<file path="config.mk">
export PLATFORM = sky130hd
export DESIGN_NAME = wifi_beacon_frame_builder
export DESIGN_NICKNAME = d
export VERILOG_FILES = /design/src/rtl/wbfb_pkg.sv /design/src/rtl/wbfb_ctrl.sv /design/src/rtl/wbfb_dp.sv /design/src/rtl/wifi_beacon_frame_builder.sv
export SDC_FILE = /design/constraint.sdc
export NUM_CORES = 1
export LEC_CHECK = 0
export BUFFER_PORTS_ARGS = -buffer_cell sky130_fd_sc_hd__buf_2
export CORE_ASPECT_RATIO = 0.7
export CORE_MARGIN = 2
export CORE_UTILIZATION = 45
export CTS_CLUSTER_SIZE = 40
export DETAILED_ROUTE_END_ITERATION = 8
export PLACE_DENSITY = 0.79
export SLEW_MARGIN = 25
export SYNTH_ARGS = -nofsm -noshare
export SYNTH_HDL_FRONTEND = slang
export SYNTH_SLANG_ARGS = --single-unit
</file>
<file path="constraint.sdc">
create_clock -name clk -period 10.2 [get_ports clk]
set_input_delay 0.51 -clock clk [delete_from_list [all_inputs] [get_ports clk]]
set_output_delay 0.51 -clock clk [all_outputs]
set_load 0.05 [all_outputs]
</file>
<file path="src/rtl/wbfb_pkg.sv">
// shared constants, types and frame byte functions for the beacon frame builder
`default_nettype none
package wbfb_pkg;

  localparam int MAX_SSID_BYTES     = 32;
  localparam int OUT_BYTES_PER_WORD = 4;
  localparam int WORD_W             = 8 * OUT_BYTES_PER_WORD;
  localparam int POS_W              = 7;
  localparam int SSID_LEN_W         = 6;
  localparam int SSID_W             = 8 * MAX_SSID_BYTES;
  localparam int CNT_W              = 3;

  // byte offsets inside the frame
  localparam logic [POS_W-1:0] FIXED_BYTES   = 7'd36;
  localparam logic [POS_W-1:0] SSID_HDR_POS  = 7'd36;
  localparam logic [POS_W-1:0] SSID_LEN_POS  = 7'd37;
  localparam logic [POS_W-1:0] SSID_DATA_POS = 7'd38;
  localparam logic [POS_W-1:0] OPEN_TAIL     = 7'd19;
  localparam logic [POS_W-1:0] RSN_TAIL      = 7'd41;
  localparam logic [POS_W-1:0] OPEN_FIXED    = 7'd57;
  localparam logic [POS_W-1:0] RSN_BYTES     = 7'd22;

  localparam logic [7:0] FC_BEACON   = 8'h80;
  localparam logic [7:0] BCAST       = 8'hFF;
  localparam logic [7:0] INTERVAL_TU = 8'h64;
  localparam logic [7:0] CAP_ESS     = 8'h01;
  localparam logic [7:0] CAP_PRIV    = 8'h10;

  typedef enum logic {
    ST_IDLE,
    ST_SEND
  } state_t;

  typedef struct packed {
    logic load;
    logic emit;
  } cmd_t;

  typedef struct packed {
    logic last;
  } status_t;

  // rates, ds parameter, extended rates and rsn elements, indexed after the ssid
  function automatic logic [7:0] tail_byte(input logic [5:0] q, input logic [7:0] ch);
    logic [7:0] b;
    case (q)
      6'd0:  b = 8'h01;
      6'd1:  b = 8'h08;
      6'd2:  b = 8'h82;
      6'd3:  b = 8'h84;
      6'd4:  b = 8'h8B;
      6'd5:  b = 8'h96;
      6'd6:  b = 8'h0C;
      6'd7:  b = 8'h12;
      6'd8:  b = 8'h18;
      6'd9:  b = 8'h24;
      6'd10: b = 8'h03;
      6'd11: b = 8'h01;
      6'd12: b = ch;
      6'd13: b = 8'h32;
      6'd14: b = 8'h04;
      6'd15: b = 8'h30;
      6'd16: b = 8'h48;
      6'd17: b = 8'h60;
      6'd18: b = 8'h6C;
      6'd19: b = 8'h30;
      6'd20: b = 8'h14;
      6'd21: b = 8'h01;
      6'd24: b = 8'h0F;
      6'd25: b = 8'hAC;
      6'd26: b = 8'h04;
      6'd27: b = 8'h01;
      6'd30: b = 8'h0F;
      6'd31: b = 8'hAC;
      6'd32: b = 8'h04;
      6'd33: b = 8'h01;
      6'd36: b = 8'h0F;
      6'd37: b = 8'hAC;
      6'd38: b = 8'h02;
      default: b = 8'h00;
    endcase
    return b;
  endfunction

  // one frame byte at position p; zero past the frame end
  function automatic logic [7:0] frame_byte(
    input logic [POS_W-1:0]      p,
    input logic [SSID_LEN_W-1:0] l,
    input logic                  priv,
    input logic [47:0]           bssid,
    input logic [7:0]            ch,
    input logic [SSID_W-1:0]     ssid
  );
    logic [POS_W-1:0] ssid_end;
    logic [POS_W-1:0] q_full;
    logic [POS_W-1:0] tail_len;
    logic [POS_W-1:0] a2_off;
    logic [POS_W-1:0] a3_off;
    logic [POS_W-1:0] s_off;
    logic [7:0]       b;
    ssid_end = SSID_DATA_POS + {1'b0, l};
    q_full   = p - ssid_end;
    tail_len = priv ? RSN_TAIL : OPEN_TAIL;
    a2_off   = p - 7'd10;
    a3_off   = p - 7'd16;
    s_off    = p - SSID_DATA_POS;
    b        = 8'h00;
    if (p < FIXED_BYTES) begin
      if (p == 7'd0) begin
        b = FC_BEACON;
      end else if (p >= 7'd4 && p < 7'd10) begin
        b = BCAST;
      end else if (p >= 7'd10 && p < 7'd16) begin
        b = bssid[a2_off[2:0]*8 +: 8];
      end else if (p >= 7'd16 && p < 7'd22) begin
        b = bssid[a3_off[2:0]*8 +: 8];
      end else if (p == 7'd32) begin
        b = INTERVAL_TU;
      end else if (p == 7'd34) begin
        b = priv ? (CAP_ESS | CAP_PRIV) : CAP_ESS;
      end
    end else if (p == SSID_HDR_POS) begin
      b = 8'h00;
    end else if (p == SSID_LEN_POS) begin
      b = {2'b00, l};
    end else if (p < ssid_end) begin
      b = ssid[s_off[4:0]*8 +: 8];
    end else if (q_full < tail_len) begin
      b = tail_byte(q_full[5:0], ch);
    end
    return b;
  endfunction

endpackage
`default_nettype wire

</file>
<file path="src/rtl/wbfb_ctrl.sv">
// controller state machine: request accept and word emit sequencing
`default_nettype none
module wbfb_ctrl (
  input  wire logic            clk,
  input  wire logic            rst_n,
  input  wire logic            in_valid,
  output logic                 in_stall,
  output logic                 out_valid,
  input  wire logic            out_stall,
  output wbfb_pkg::cmd_t       cmd,
  input  wire wbfb_pkg::status_t sts
);

  wbfb_pkg::state_t state_r, state_nxt;
  logic             out_valid_r, out_valid_nxt;
  logic             can_emit;

  always_ff @(posedge clk) begin
    if (!rst_n) begin
      state_r     <= wbfb_pkg::ST_IDLE;
      out_valid_r <= 1'b0;
    end else begin
      state_r     <= state_nxt;
      out_valid_r <= out_valid_nxt;
    end
  end

  // output register is free when empty or its beat leaves this cycle
  assign can_emit = !out_valid_r || !out_stall;

  always_comb begin
    state_nxt     = state_r;
    cmd           = '0;
    out_valid_nxt = out_valid_r && out_stall;
    in_stall      = 1'b1;
    case (state_r)
      wbfb_pkg::ST_IDLE: begin
        in_stall = 1'b0;
        if (in_valid) begin
          cmd.load  = 1'b1;
          state_nxt = wbfb_pkg::ST_SEND;
        end
      end
      wbfb_pkg::ST_SEND: begin
        if (can_emit) begin
          cmd.emit      = 1'b1;
          out_valid_nxt = 1'b1;
          if (sts.last) begin
            state_nxt = wbfb_pkg::ST_IDLE;
          end
        end
      end
      default: begin
        state_nxt = wbfb_pkg::ST_IDLE;
      end
    endcase
  end

  assign out_valid = out_valid_r;

  a_load_to_send: assert property (@(posedge clk) disable iff (!rst_n)
    cmd.load |=> state_r == wbfb_pkg::ST_SEND)
    else $error("load did not start a frame");

  a_no_overwrite: assert property (@(posedge clk) disable iff (!rst_n)
    cmd.emit |-> (!out_valid_r || !out_stall))
    else $error("emit over a held beat");

  a_busy_stalls: assert property (@(posedge clk) disable iff (!rst_n)
    state_r == wbfb_pkg::ST_SEND |-> in_stall && !cmd.load)
    else $error("request taken mid frame");

  a_last_idles: assert property (@(posedge clk) disable iff (!rst_n)
    cmd.emit && sts.last |=> state_r == wbfb_pkg::ST_IDLE && out_valid_r)
    else $error("last word did not end the frame");

endmodule
`default_nettype wire

</file>
<file path="src/rtl/wbfb_dp.sv">
// datapath: held request fields, byte position and output word register
`default_nettype none
module wbfb_dp (
  input  wire logic                                    clk,
  input  wire wbfb_pkg::cmd_t                          cmd,
  output wbfb_pkg::status_t                            sts,
  input  wire logic [47:0]                             in_bssid,
  input  wire logic [7:0]                              in_channel,
  input  wire logic                                    in_encrypted,
  input  wire logic [wbfb_pkg::SSID_LEN_W-1:0]         in_ssid_len,
  input  wire logic [wbfb_pkg::SSID_W-1:0]             in_ssid,
  output logic [wbfb_pkg::WORD_W-1:0]                  out_frame_word,
  output logic [wbfb_pkg::CNT_W-1:0]                   out_bytes_valid,
  output logic                                         out_last_word
);

  localparam logic [wbfb_pkg::POS_W-1:0] STEP = wbfb_pkg::POS_W'(wbfb_pkg::OUT_BYTES_PER_WORD);
  localparam logic [wbfb_pkg::SSID_LEN_W-1:0] MAX_LEN =
    wbfb_pkg::SSID_LEN_W'(wbfb_pkg::MAX_SSID_BYTES);

  logic [47:0]                         bssid_r;
  logic [7:0]                          channel_r;
  logic                                priv_r;
  logic [wbfb_pkg::SSID_LEN_W-1:0]     len_r;
  logic [wbfb_pkg::SSID_W-1:0]         ssid_r;
  logic [wbfb_pkg::POS_W-1:0]          frame_len_r;
  logic [wbfb_pkg::POS_W-1:0]          pos_r;
  logic [wbfb_pkg::WORD_W-1:0]         word_r;
  logic [wbfb_pkg::CNT_W-1:0]          cnt_r;
  logic                                last_r;

  logic [wbfb_pkg::SSID_LEN_W-1:0]     len_sat;
  logic [wbfb_pkg::POS_W-1:0]          frame_len_nxt;
  logic [wbfb_pkg::POS_W-1:0]          remain;
  logic [wbfb_pkg::WORD_W-1:0]         word_nxt;
  logic [wbfb_pkg::CNT_W-1:0]          cnt_nxt;

  assign len_sat       = (in_ssid_len > MAX_LEN) ? MAX_LEN : in_ssid_len;
  assign frame_len_nxt = wbfb_pkg::OPEN_FIXED + {1'b0, len_sat} +
                         (in_encrypted ? wbfb_pkg::RSN_BYTES : '0);

  assign remain   = frame_len_r - pos_r;
  assign sts.last = remain <= STEP;
  assign cnt_nxt  = sts.last ? remain[wbfb_pkg::CNT_W-1:0] :
                    wbfb_pkg::CNT_W'(wbfb_pkg::OUT_BYTES_PER_WORD);

  // one byte lane per output byte
  always_comb begin
    word_nxt = '0;
    for (int i = 0; i < wbfb_pkg::OUT_BYTES_PER_WORD; i++) begin
      word_nxt[i*8 +: 8] = wbfb_pkg::frame_byte(pos_r + wbfb_pkg::POS_W'(i), len_r, priv_r,
                                                bssid_r, channel_r, ssid_r);
    end
  end

  always_ff @(posedge clk) begin
    if (cmd.load) begin
      bssid_r     <= in_bssid;
      channel_r   <= in_channel;
      priv_r      <= in_encrypted;
      len_r       <= len_sat;
      ssid_r      <= in_ssid;
      frame_len_r <= frame_len_nxt;
      pos_r       <= '0;
    end else if (cmd.emit) begin
      pos_r <= pos_r + STEP;
    end
    if (cmd.emit) begin
      word_r <= word_nxt;
      cnt_r  <= cnt_nxt;
      last_r <= sts.last;
    end
  end

  assign out_frame_word  = word_r;
  assign out_bytes_valid = cnt_r;
  assign out_last_word   = last_r;

endmodule
`default_nettype wire

</file>
<file path="src/rtl/wifi_beacon_frame_builder.sv">
// beacon frame builder top level: controller plus datapath
//
//   channel  dir  payload                                          handshake
//   in_      in   bssid, channel, encrypted, ssid_len, ssid_word_* in_valid / in_stall
//   out_     out  frame_word, bytes_valid, last_word               out_valid / out_stall
//
// a frame of 57 + ssid bytes (+22 rsn) leaves as 15 to 28 words, one per unstalled cycle
// the word rate is set by the byte position counter in the datapath, four byte lanes wide
// a new request is taken the cycle after the last word enters the output register
// reset clears the state machine and the output valid; held request fields need none
// out_stall holds the output register and pauses the position counter
`default_nettype none
module wifi_beacon_frame_builder (
  input  wire logic        clk,
  input  wire logic        rst_n,
  input  wire logic        in_valid,
  output logic             in_stall,
  input  wire logic [47:0] in_bssid,
  input  wire logic [7:0]  in_channel,
  input  wire logic        in_encrypted,
  input  wire logic [5:0]  in_ssid_len,
  input  wire logic [63:0] in_ssid_word_0,
  input  wire logic [63:0] in_ssid_word_1,
  input  wire logic [63:0] in_ssid_word_2,
  input  wire logic [63:0] in_ssid_word_3,
  output logic             out_valid,
  input  wire logic        out_stall,
  output logic [31:0]      out_frame_word,
  output logic [2:0]       out_bytes_valid,
  output logic             out_last_word
);

  wbfb_pkg::cmd_t    cmd;
  wbfb_pkg::status_t sts;

  wbfb_ctrl u_ctrl (
    .clk       (clk),
    .rst_n     (rst_n),
    .in_valid  (in_valid),
    .in_stall  (in_stall),
    .out_valid (out_valid),
    .out_stall (out_stall),
    .cmd       (cmd),
    .sts       (sts)
  );

  wbfb_dp u_dp (
    .clk             (clk),
    .cmd             (cmd),
    .sts             (sts),
    .in_bssid        (in_bssid),
    .in_channel      (in_channel),
    .in_encrypted    (in_encrypted),
    .in_ssid_len     (in_ssid_len),
    .in_ssid         ({in_ssid_word_3, in_ssid_word_2, in_ssid_word_1, in_ssid_word_0}),
    .out_frame_word  (out_frame_word),
    .out_bytes_valid (out_bytes_valid),
    .out_last_word   (out_last_word)
  );

endmodule
`default_nettype wire

</file>
==> results of run 1 <==
## cells in the final DEF (no fill, tap or decap), types with 7 or more instances in the layout
master,count
edfxtp_1,362
buf_2,360
nand2_1,90
o21ai_0,83
a21oi_1,79
nor2_1,74
mux4_2,64
ha_1,48
mux2i_1,39
clkbuf_16,38
inv_1,33
nand3_1,30
nor3_1,23
xnor2_1,21
a31oi_1,19
buf_4,19
mux2_2,16
a211oi_1,16
a21o_1,15
a221oi_1,14
o21a_1,13
o31ai_1,13
nand4_1,12
a2bb2oi_1,12
xor2_1,11
o21ai_1,11
a22oi_1,11
o211ai_1,11
and2_1,9
nand2b_1,8
or3_1,8
clkinv_1,8
clkinv_2,8
diode_2,7
inv_2,7
## per-layer routing
layer | up-vias | global-route usage (%) | routed length, um
met3 | 134 | 7.83 | 5800
met2 | 797 | 41.1 | 26700
met5 | - | 0 | 48
li1 | 6139 | - | -
met4 | 8 | 10.1 | 2300
met1 | 6812 | 35.8 | 23200
## sequential cells by signal, indices dropped and copies added, names as in the netlist
name,count
u_dp.frame_len_r,7
u_dp.priv_r,1
u_dp.out_bytes_valid,3
u_dp.ssid_r,256
u_dp.out_last_word,1
u_dp.pos_r,5
u_dp.len_r,6
u_ctrl.state_r,1
u_dp.channel_r,8
u_dp.bssid_r,48
u_ctrl.out_valid,1
u_dp.out_frame_word,32
## critical path: stages (launching register included)
cell and delay (ps):
edfxtp_1 930, inv_1 400, ha_1 430, inv_1 60, ha_1 850, nor3b_2 390, o21a_1 190, or2_1 550
inv_2 290, ha_1 270, a211oi_1 210, a21oi_1 100, o21ai_0 220, and4b_1 440, o21ai_0 160, a31oi_1 170
## cells by family (layout without fill, tap and decap cells)
kind of cell               Yosys count  in the layout  synth area share (%)
AOI/OAI and AO/OA                  372            372                  13.5
DFF                                369            369                  58.9
and+or+nand+nor                    299            299                  7.88
buffers and inverters              136            489                  3.19
muxes                              121            121                  10.9
adders and majority gates           52             52                  3.60
xor gates and xnor gates            38             38                  2.07
other                                0              7                     0
## how the worst max path moves through the flow
stage	to	slack, ps	depth (start not counted)
3_3_place_gp	u_dp.out_frame_word[20]	4940	15
3_5_place_dp	u_dp.out_frame_word[20]	4610	15
6_report	u_dp.out_frame_word[17]	4360	15
4_1_cts	u_dp.out_frame_word[19]	4570	15
5_1_grt	u_dp.out_frame_word[19]	4040	15
2_1_floorplan	u_dp.bssid_r[0]	4810	2
## area by class of cell
cell class | instances | area (um^2)
fillers | 3398 | 18800
flip-flops and latches | 369 | 11000
multi-input cells | 882 | 7110
clock buffers | 44 | 983
diodes | 7 | 17.5
clock inverters | 20 | 226
repair buffers | 382 | 2010
inverters | 43 | 161
well taps | 544 | 681
## power groups by stage
stage | registers, mW | logic [mW] | clock network [mW]
detailed placement | 1.94 | 1.41 | 0
CTS | 1.91 | 1.42 | 1.39
global route | 1.91 | 1.55 | 1.45
finish | 1.90 | 1.46 | 1.37
floorplan | 1.98 | 0.942 | 0
global placement | 1.93 | 1.40 | 0
## per-stage QoR
stage	cell area (um^2)	hold slack, ps	worst slack, ps	utilization [%]
floorplan	18700	525	4810	-
global placement	20900	517	4940	51.1
detailed placement	20900	539	4610	51.1
CTS	22100	119	4570	54.1
global route	22200	116	4040	54.2
finish	22200	140	4360	54.2
==> metrics.cfg, run 1 <==
[run_status]
status = completed

[hold_path]
hold_class = input port to register
min_to = u_dp.ssid_r[137]
min_path_cells = 1
hp-start = in_ssid_word_2[9]

[pwr]
total_power_mw = 4.73
vdd.ir_drop.worst_v = 0.000154
power.density_nw_per_um2 = 213
comb_power_share_pct = 30.8
sequentialPowerShare_pct = 40.2
power.share.clock_pct = 28.9
p_leak_nw = 8.27
swShare_pct = 33.6
p_int_mw = 3.14
power_switching_mw = 1.59

[logic_synthesis]
synth_async_sr_flop_share_pct = 0
ys.flop_type = edfxtp_1
synth_top_area_share_pct = 58.1
synth_nets = 1762
synth_cells = 1387
syn_area_per_cell_um2 = 13.5
synth_edf_count = 362
syn-cell-area_um2 = 18700
yosysUniqueCellTypes = 92
seq_area_frac_synth_pct = 58.9
synth_top_area_cell = edfxtp_1
ys_top_cells_by_area = edfxtp_1 (58%), mux4_2 (7.7%), ha_1 (3.3%), o21ai_0 (2.2%), a21oi_1 (2.1%)
synth_most_common_cell = edfxtp_1
synth_common_cells = edfxtp_1 (362), nand2_1 (90), o21ai_0 (84)
yosysWarnings = 0
synth-seq-cells = 369

[timing]
setup_viol = 0
worst_pin_slew_ps = 1090
clock_skew_ps = 20.5
report.final.hold_viol_count = 0
period_needed_ps = 5840
fmax_mhz = 171
setup_tns_ps = 0
slew_violations = 0
relSlewSlack_pct = 26.5
fin_crit_sh_pct = 57.2
rsz0062_at_grt = false

[detailed_routing]
ant_nets = 0
drt-initial-drc-count = 1473
firstDrtPassIters = 6
drt_wl_total_um = 58100
vias = 13900
wl_per_cell_um = 25.4
drc_errors = 0
vias_per_cell = 6.06

[floorplan]
die_x_um = 248
core_area_um2 = 41000
start_util_pct = 45.7
die_h_um = 175
ios = 361
rows = 62
die_area_um2 = 43200

[final_layout]
stdcell_count = 2291
finalNetCount = 2091
post_route_cells_drive_above_1_share_pct = 31.8
area_growth_syn_to_layout_pct = 18.8

[critical_path]
regToRegEndpoint = u_dp.out_frame_word[17]
worst_ep_required_time_ps = 10580
rr_worst_depth = 15
cp_max_fo = 23
crit_arrival_ps = 6210
crit_type = register to register
startpoint = u_dp.len_r[1]
cp-start-kind = register
rrSetupSlack_ps = 4360
critPathCaptureType = register
r2r-start = u_dp.len_r[1]

[clock_tree]
cts-root-buf = clkbuf_16
h-tree-depth = 2
cts_resized = 0
cts_buffers = 38
ctsHoldBuffers = 0
cts_sinks = 369
clk_path_buf_depth = 3
postCtsSetupRepairBufs = 0
clk_pin_slew_worst_paths_ps = 70
insertion_delay_ps = 540
cts_tree = built

[placed_design]
port_buffers = 360
dp_hpwl_um = 42400
dp.cells = 2218
gp_congestion = 0.967

[global_route]
grt_first_pass_wirelength_um = 85300
grt_usage_pct = 26.7
antenna_found_initial = 10
grt_overflow = 0
grt_max_degree = 176
grt_pass1_vias = 13800

[flow_run]
max_cap_violations = 0

(Power assumes the default switching activity.)
==> run 2: changes to the inputs <==
==> constraint.sdc (replaced) <==
create_clock -name clk -period 4.7 [get_ports clk]
set_input_delay 0.235 -clock clk [delete_from_list [all_inputs] [get_ports clk]]
set_output_delay 0.235 -clock clk [all_outputs]
set_load 0.05 [all_outputs]
==> metrics.cfg, run 2 (synthesized netlist as in run 1, its figures left out) <==
[detailed_routing]
wl_met1_um = 25700  ; +11%
vias = 16000  ; +15%
drt_wl_total_um = 69300  ; +19%
drc_errors = 0  ; unchanged
vias_per_cell = 6.04  ; -0.30%
drt-initial-drc-count = 1793  ; +22%
firstDrtPassIters = 6  ; unchanged
wl_per_cell_um = 26.2  ; +3.3%
dr_wl_met2_um = 33000  ; +24%
wl_met3_um = 7030  ; +21%
top_layer_used = met5
ant_nets = 0  ; unchanged

[timing]
report.final.hold_viol_count = 0  ; unchanged
setup_tns_ps = 0  ; unchanged
fmax_mhz = 229  ; +34%
worst_pin_slew_ps = 1070  ; -24.8 ps
slew_violations = 0  ; unchanged
clock_skew_ps = 25.7  ; +5.15 ps
rsz0062_at_grt = false
relSlewSlack_pct = 28.2  ; +1.8 points
fin_crit_sh_pct = 92.9  ; +36 points
period_needed_ps = 4370  ; -1470 ps
setup_viol = 0  ; unchanged

[critical_path]
worst-path-buf-inv = 3  ; unchanged
path_depth = 13  ; -2
crit_chain = buf_4, nor2_1, inv_1, nand2_1, xor2_1, ha_1, buf_4, a21o_1, a31oi_1, o21ai_1, nand4b_1, a31oi_1, o22a_1
rr_worst_depth = 13  ; -2
rrSetupSlack_ps = 330  ; -4030 ps
regToRegEndpoint = u_dp.out_frame_word[31]
slowest_stage = a31oi_1
critPathCaptureType = register
cpPeakStageDelay_ps = 620  ; -310 ps
cpLargestDelayFamily = compound AO/OA/AOI/OAI gates
crit_arrival_ps = 4670  ; -1540 ps
r2r-start = u_dp.len_r[2]
crit_type = register to register
worst_ep_required_time_ps = 5010  ; -5570 ps
cp_max_fo = 34  ; +48%
cp-start-kind = register

[hold_path]
min_to = u_dp.len_r[3]
hp-start = in_ssid_len[3]
hold_class = input port to register
min_path_cells = 3  ; +2

[flow_run]
max_cap_violations = 0  ; unchanged

[clock_tree]
h-tree-depth = 2  ; unchanged
cts_tree = built
cts-root-buf = clkbuf_16
cts_sinks = 369  ; unchanged
insertion_delay_ps = 560  ; +20 ps
clk_pin_slew_worst_paths_ps = 70  ; about the same
cts_buffers = 38  ; unchanged
clk_path_buf_depth = 3  ; unchanged

[run_status]
status = completed

[final_layout]
postLayoutCellArea_um2 = 25700  ; +16%
final_cell_mix = edfxtp_1 (362), buf_2 (360), dlygate4sd3_1 (318)
largest-register = u_dp.ssid_r
largest_register_ffs = 256  ; unchanged
finalNetCount = 2442  ; +17%
area_growth_syn_to_layout_pct = 37.4
layout_commonest_cell = edfxtp_1
post_route_cells_drive_above_1_share_pct = 28.2  ; -3.6 points
fillCellCount = 2978  ; -12%

[floorplan]
rows = 62  ; unchanged
start_util_pct = 45.7  ; unchanged
ios = 361  ; unchanged
core_area_um2 = 41000  ; unchanged
die_area_um2 = 43200  ; unchanged
die_h_um = 175  ; unchanged
die_x_um = 248  ; unchanged

[global_route]
grt_usage_pct = 31.8  ; +5.1 points
grt_pass1_vias = 16000  ; +16%
grt_max_degree = 135  ; -23%
antenna_found_initial = 7  ; -3
grt_overflow = 0  ; unchanged
grt_first_pass_wirelength_um = 102000  ; +19%

[pwr]
power.density_nw_per_um2 = 422  ; +98%
p_leak_nw = 9.78  ; +18%
vdd.ir_drop.worst_v = 0.000350  ; +130%

[placed_design]
port_buffers = 360  ; unchanged
dp_hpwl_um = 42800  ; +1.0%
place_area_um2 = 21200  ; +1.4%
gp_congestion = 1.00  ; +3.7%

-- run 2: changes by cell type in the layout (fill, tap and decap cells not counted), moves of 2 or more --
cell,previous run,this run
buf_12,2,4
clkinv_2,8,10
clkinv_8,0,2
clkinv_1,8,6
buf_4,19,51
dlygate4sd3_1,0,318
-- run 2: stage by stage --
stage	std cells	hold slack (ps)	util, %	total power, mW	setup WS [ps]
finish	2646	75.1	62.7	10.8	334
global route	2645	83.3	62.7	11.2	99.2
CTS	2638	61.7	62.6	10.6	453
detailed placement	2253	413	51.8	7.37	479
global placement	2253	411	51.8	7.36	493
floorplan	1387	334	-	6.32	581
-- run 2: worst max-delay path by stage --
stage                  startpoint                 endpoint  slack, ps
floorplan           u_dp.len_r[1]   u_dp.out_frame_word[1]        580
global placement    u_dp.len_r[2]   u_dp.out_frame_word[5]        490
detailed placement  u_dp.len_r[2]   u_dp.out_frame_word[5]        480
CTS                 u_dp.len_r[2]   u_dp.out_frame_word[5]        450
global route        u_dp.len_r[2]  u_dp.out_frame_word[12]        100
finish              u_dp.len_r[2]  u_dp.out_frame_word[31]        330
-- run 2: what timing repair did --
item | CTS | global route
setup endpoints to repair | 0 | 2
hold buffers | 318 | 0
buffers inserted | 0 | 0
gates resized for setup | 0 | 1
endpoints found under the hold margin | 318 | 0
-- run 2: area by class of cell --
class	count	area (um^2)	share of cell area, %
Multi-Input combinational cell	882	7110	27.7
Timing Repair Buffer	733	5450	21.2
Clock inverter	24	279	1.09
Tap cell	544	681	2.65
Inverter	43	161	0.628
Antenna cell	8	20.0	0.0779
Sequential cell	369	11000	42.9
Clock buffer	43	970	3.78
-- run 2: where the power goes --
group / switching (mW) / leakage [nW] / internal, mW / total (mW)
combinational: 2.18 / 5.65 / 1.39 / 3.57
sequential: 0.171 / 3.52 / 3.96 / 4.13
clock: 1.39 / 0.617 / 1.73 / 3.13
total: 3.74 / 9.78 / 7.08 / 10.8
-- run 2: worst min-delay path: stages --
cell     delay (ps)
buf_2            80
nand2_1          60
inv_1           120
-- run 2: metal layers --
layer,vias up,GRT usage (%)
met5,-,0.566
met4,2,13.6
met3,233,7.58
met2,1075,51.4
met1,7839,40.9
li1,6845,-
==> run 3: changes to the inputs <==
--- a/config.mk
+++ b/config.mk
@@ -12,6 +12,7 @@
 export CTS_CLUSTER_SIZE = 40
 export DETAILED_ROUTE_END_ITERATION = 8
 export PLACE_DENSITY = 0.79
+export SETUP_SLACK_MARGIN = 0.4
 export SLEW_MARGIN = 25
 export SYNTH_ARGS = -nofsm -noshare
 export SYNTH_HDL_FRONTEND = slang
==> metrics.cfg, run 3 (synthesized netlist as in run 1, its figures left out) <==
[global_route]
grt_first_pass_wirelength_um = 102000  ; unchanged
grt_pass1_vias = 16000  ; unchanged
grt_overflow = 0  ; unchanged
grt_usage_pct = 31.8  ; unchanged
grt_max_degree = 135  ; unchanged
antenna_found_initial = 7  ; unchanged

[run_status]
status = completed

[final_layout]
largest-register = u_dp.ssid_r
post_route_cells_drive_above_1_share_pct = 28.7  ; +0.44 points
area_growth_syn_to_layout_pct = 37.8
layout_commonest_cell = edfxtp_1
finalNetCount = 2445  ; +0.12%
fillCellCount = 2967  ; -0.37%
register_area_um2 = 11000  ; unchanged
largest_register_ffs = 256  ; unchanged
final_cell_mix = edfxtp_1 (362), buf_2 (360), dlygate4sd3_1 (318)
multi_input_area_um2 = 7170  ; +0.81%
stdcell_count = 2650  ; +0.15%

[clock_tree]
cts_buffers = 38  ; unchanged
h-tree-depth = 2  ; unchanged
clk_path_buf_depth = 3  ; unchanged
insertion_delay_ps = 560  ; about the same
clk_pin_slew_worst_paths_ps = 70  ; about the same
cts_sinks = 369  ; unchanged
cts-root-buf = clkbuf_16
cts_tree = built

[critical_path]
rr_worst_depth = 17  ; +4
cp_max_fo = 34  ; unchanged
critPathCapture = u_dp.out_frame_word[3]
rrSetupSlack_ps = 560  ; +230 ps
critPathCaptureType = register
crit_arrival_ps = 4530  ; -140 ps
regToRegEndpoint = u_dp.out_frame_word[3]
r2r-start = u_dp.len_r[2]
crit_type = register to register
worst_ep_required_time_ps = 5090  ; +80 ps
startpoint = u_dp.len_r[2]
cp-start-kind = register

[placed_design]
port_buffers = 360  ; unchanged
dp.cells = 2253  ; unchanged
dpl_worst_slack_ps = 479  ; unchanged
gp_congestion = 1.00  ; unchanged
dp_hpwl_um = 42800  ; unchanged

[hold_path]
hold_class = input port to register
hp-start = in_ssid_len[3]

[pwr]
total_power_mw = 10.9  ; +0.24%
power.density_nw_per_um2 = 421  ; about the same
p_leak_nw = 9.81  ; +0.25%
vdd.ir_drop.worst_v = 0.000350  ; -0.22%

[timing]
report.final.hold_viol_count = 0  ; unchanged
fmax_mhz = 242  ; +5.5%
rsz0062_at_grt = true
period_needed_ps = 4140  ; -229 ps
whs_ps = 77.7  ; +2.61 ps
clock_skew_ps = 26.7  ; +1.00 ps
slew_violations = 0  ; unchanged
worst_pin_slew_ps = 1040  ; -27.2 ps
relSlewSlack_pct = 30.1  ; +1.8 points
fin_crit_sh_pct = 88.0  ; -4.9 points
setup_viol = 0  ; unchanged
setup_tns_ps = 0  ; unchanged
worst_slack_ps = 563  ; +229 ps

[flow_run]
max_cap_violations = 0  ; unchanged

[floorplan]
start_util_pct = 45.7  ; unchanged
rows = 62  ; unchanged
core_area_um2 = 41000  ; unchanged
ios = 361  ; unchanged
die_area_um2 = 43200  ; unchanged
die_x_um = 248  ; unchanged
die_h_um = 175  ; unchanged

[detailed_routing]
drt_wl_total_um = 69400  ; about the same
firstDrtPassIters = 7  ; +1
vias = 16100  ; +0.47%
wl_per_cell_um = 26.2  ; about the same
drt-initial-drc-count = 1928  ; +7.5%
ant_nets = 0  ; unchanged
drc_errors = 0  ; unchanged
vias_per_cell = 6.06  ; +0.32%

run 3: how the worst min path moves through the flow:
stage / end / cells past startpoint / slack (ps)
CTS: u_dp.len_r[3] / 3 / 60
finish: u_dp.len_r[3] / 3 / 80
detailed placement: u_dp.ssid_r[71] / 1 / 410
floorplan: u_dp.bssid_r[0] / 0 / 330
global route: u_dp.len_r[3] / 3 / 80
global placement: u_dp.ssid_r[180] / 1 / 410
run 3: area by class of cell:
cell class	instances	area share, %
flip-flops and latches	369	42.8
clock inverters	24	1.08
diodes	9	0.0874
clock buffers	43	3.76
multi-input cells	882	27.8
repair buffers	736	21.2
inverters	43	0.626
well taps	544	2.64
run 3: report_power, final:
part / internal, mW / total, mW / switching (mW)
logic: 1.41 / 3.60 / 2.19
registers: 3.96 / 4.13 / 0.170
clock network: 1.73 / 3.13 / 1.39
run 3: worst max-delay path: stages (launching register included):
cell and delay (ps):
edfxtp_1 390, buf_4 270, nor2_1 240, inv_1 100, nand2_1 90, xor2_1 200, ha_1 370, buf_4 260
xnor2_2 420, inv_1 120, ha_1 280, o21ai_0 70, a21oi_1 60, o21a_1 200, a2111o_1 430, nor2_1 250
o21ai_1 120, nand3_1 100
run 3: routing by layer:
metal	up-vias	track usage, %	routed length [um]
li1	6855	-	-
met1	7910	40.9	25700
met2	1081	51.4	33200
met3	221	7.58	7010
met4	2	13.6	3480
met5	-	0.566	13
run 3: per-stage QoR:
| stage | instance area, um^2 | utilization (%) |
|---|---|---|
| finish | 25800 | 62.9 |
| global route | 25800 | 62.9 |
| CTS | 25700 | 62.6 |
| detailed placement | 21200 | 51.8 |
| global placement | 21200 | 51.8 |
| floorplan | 18700 | - |
run 3: timing repair:
action | 4_1_cts | 5_1_grt
endpoints found under the hold margin | 318 | 0
buffers inserted | 0 | 3
resized for setup | 0 | 10
hold buffers | 318 | 0
endpoints found under the setup margin | 0 | 30
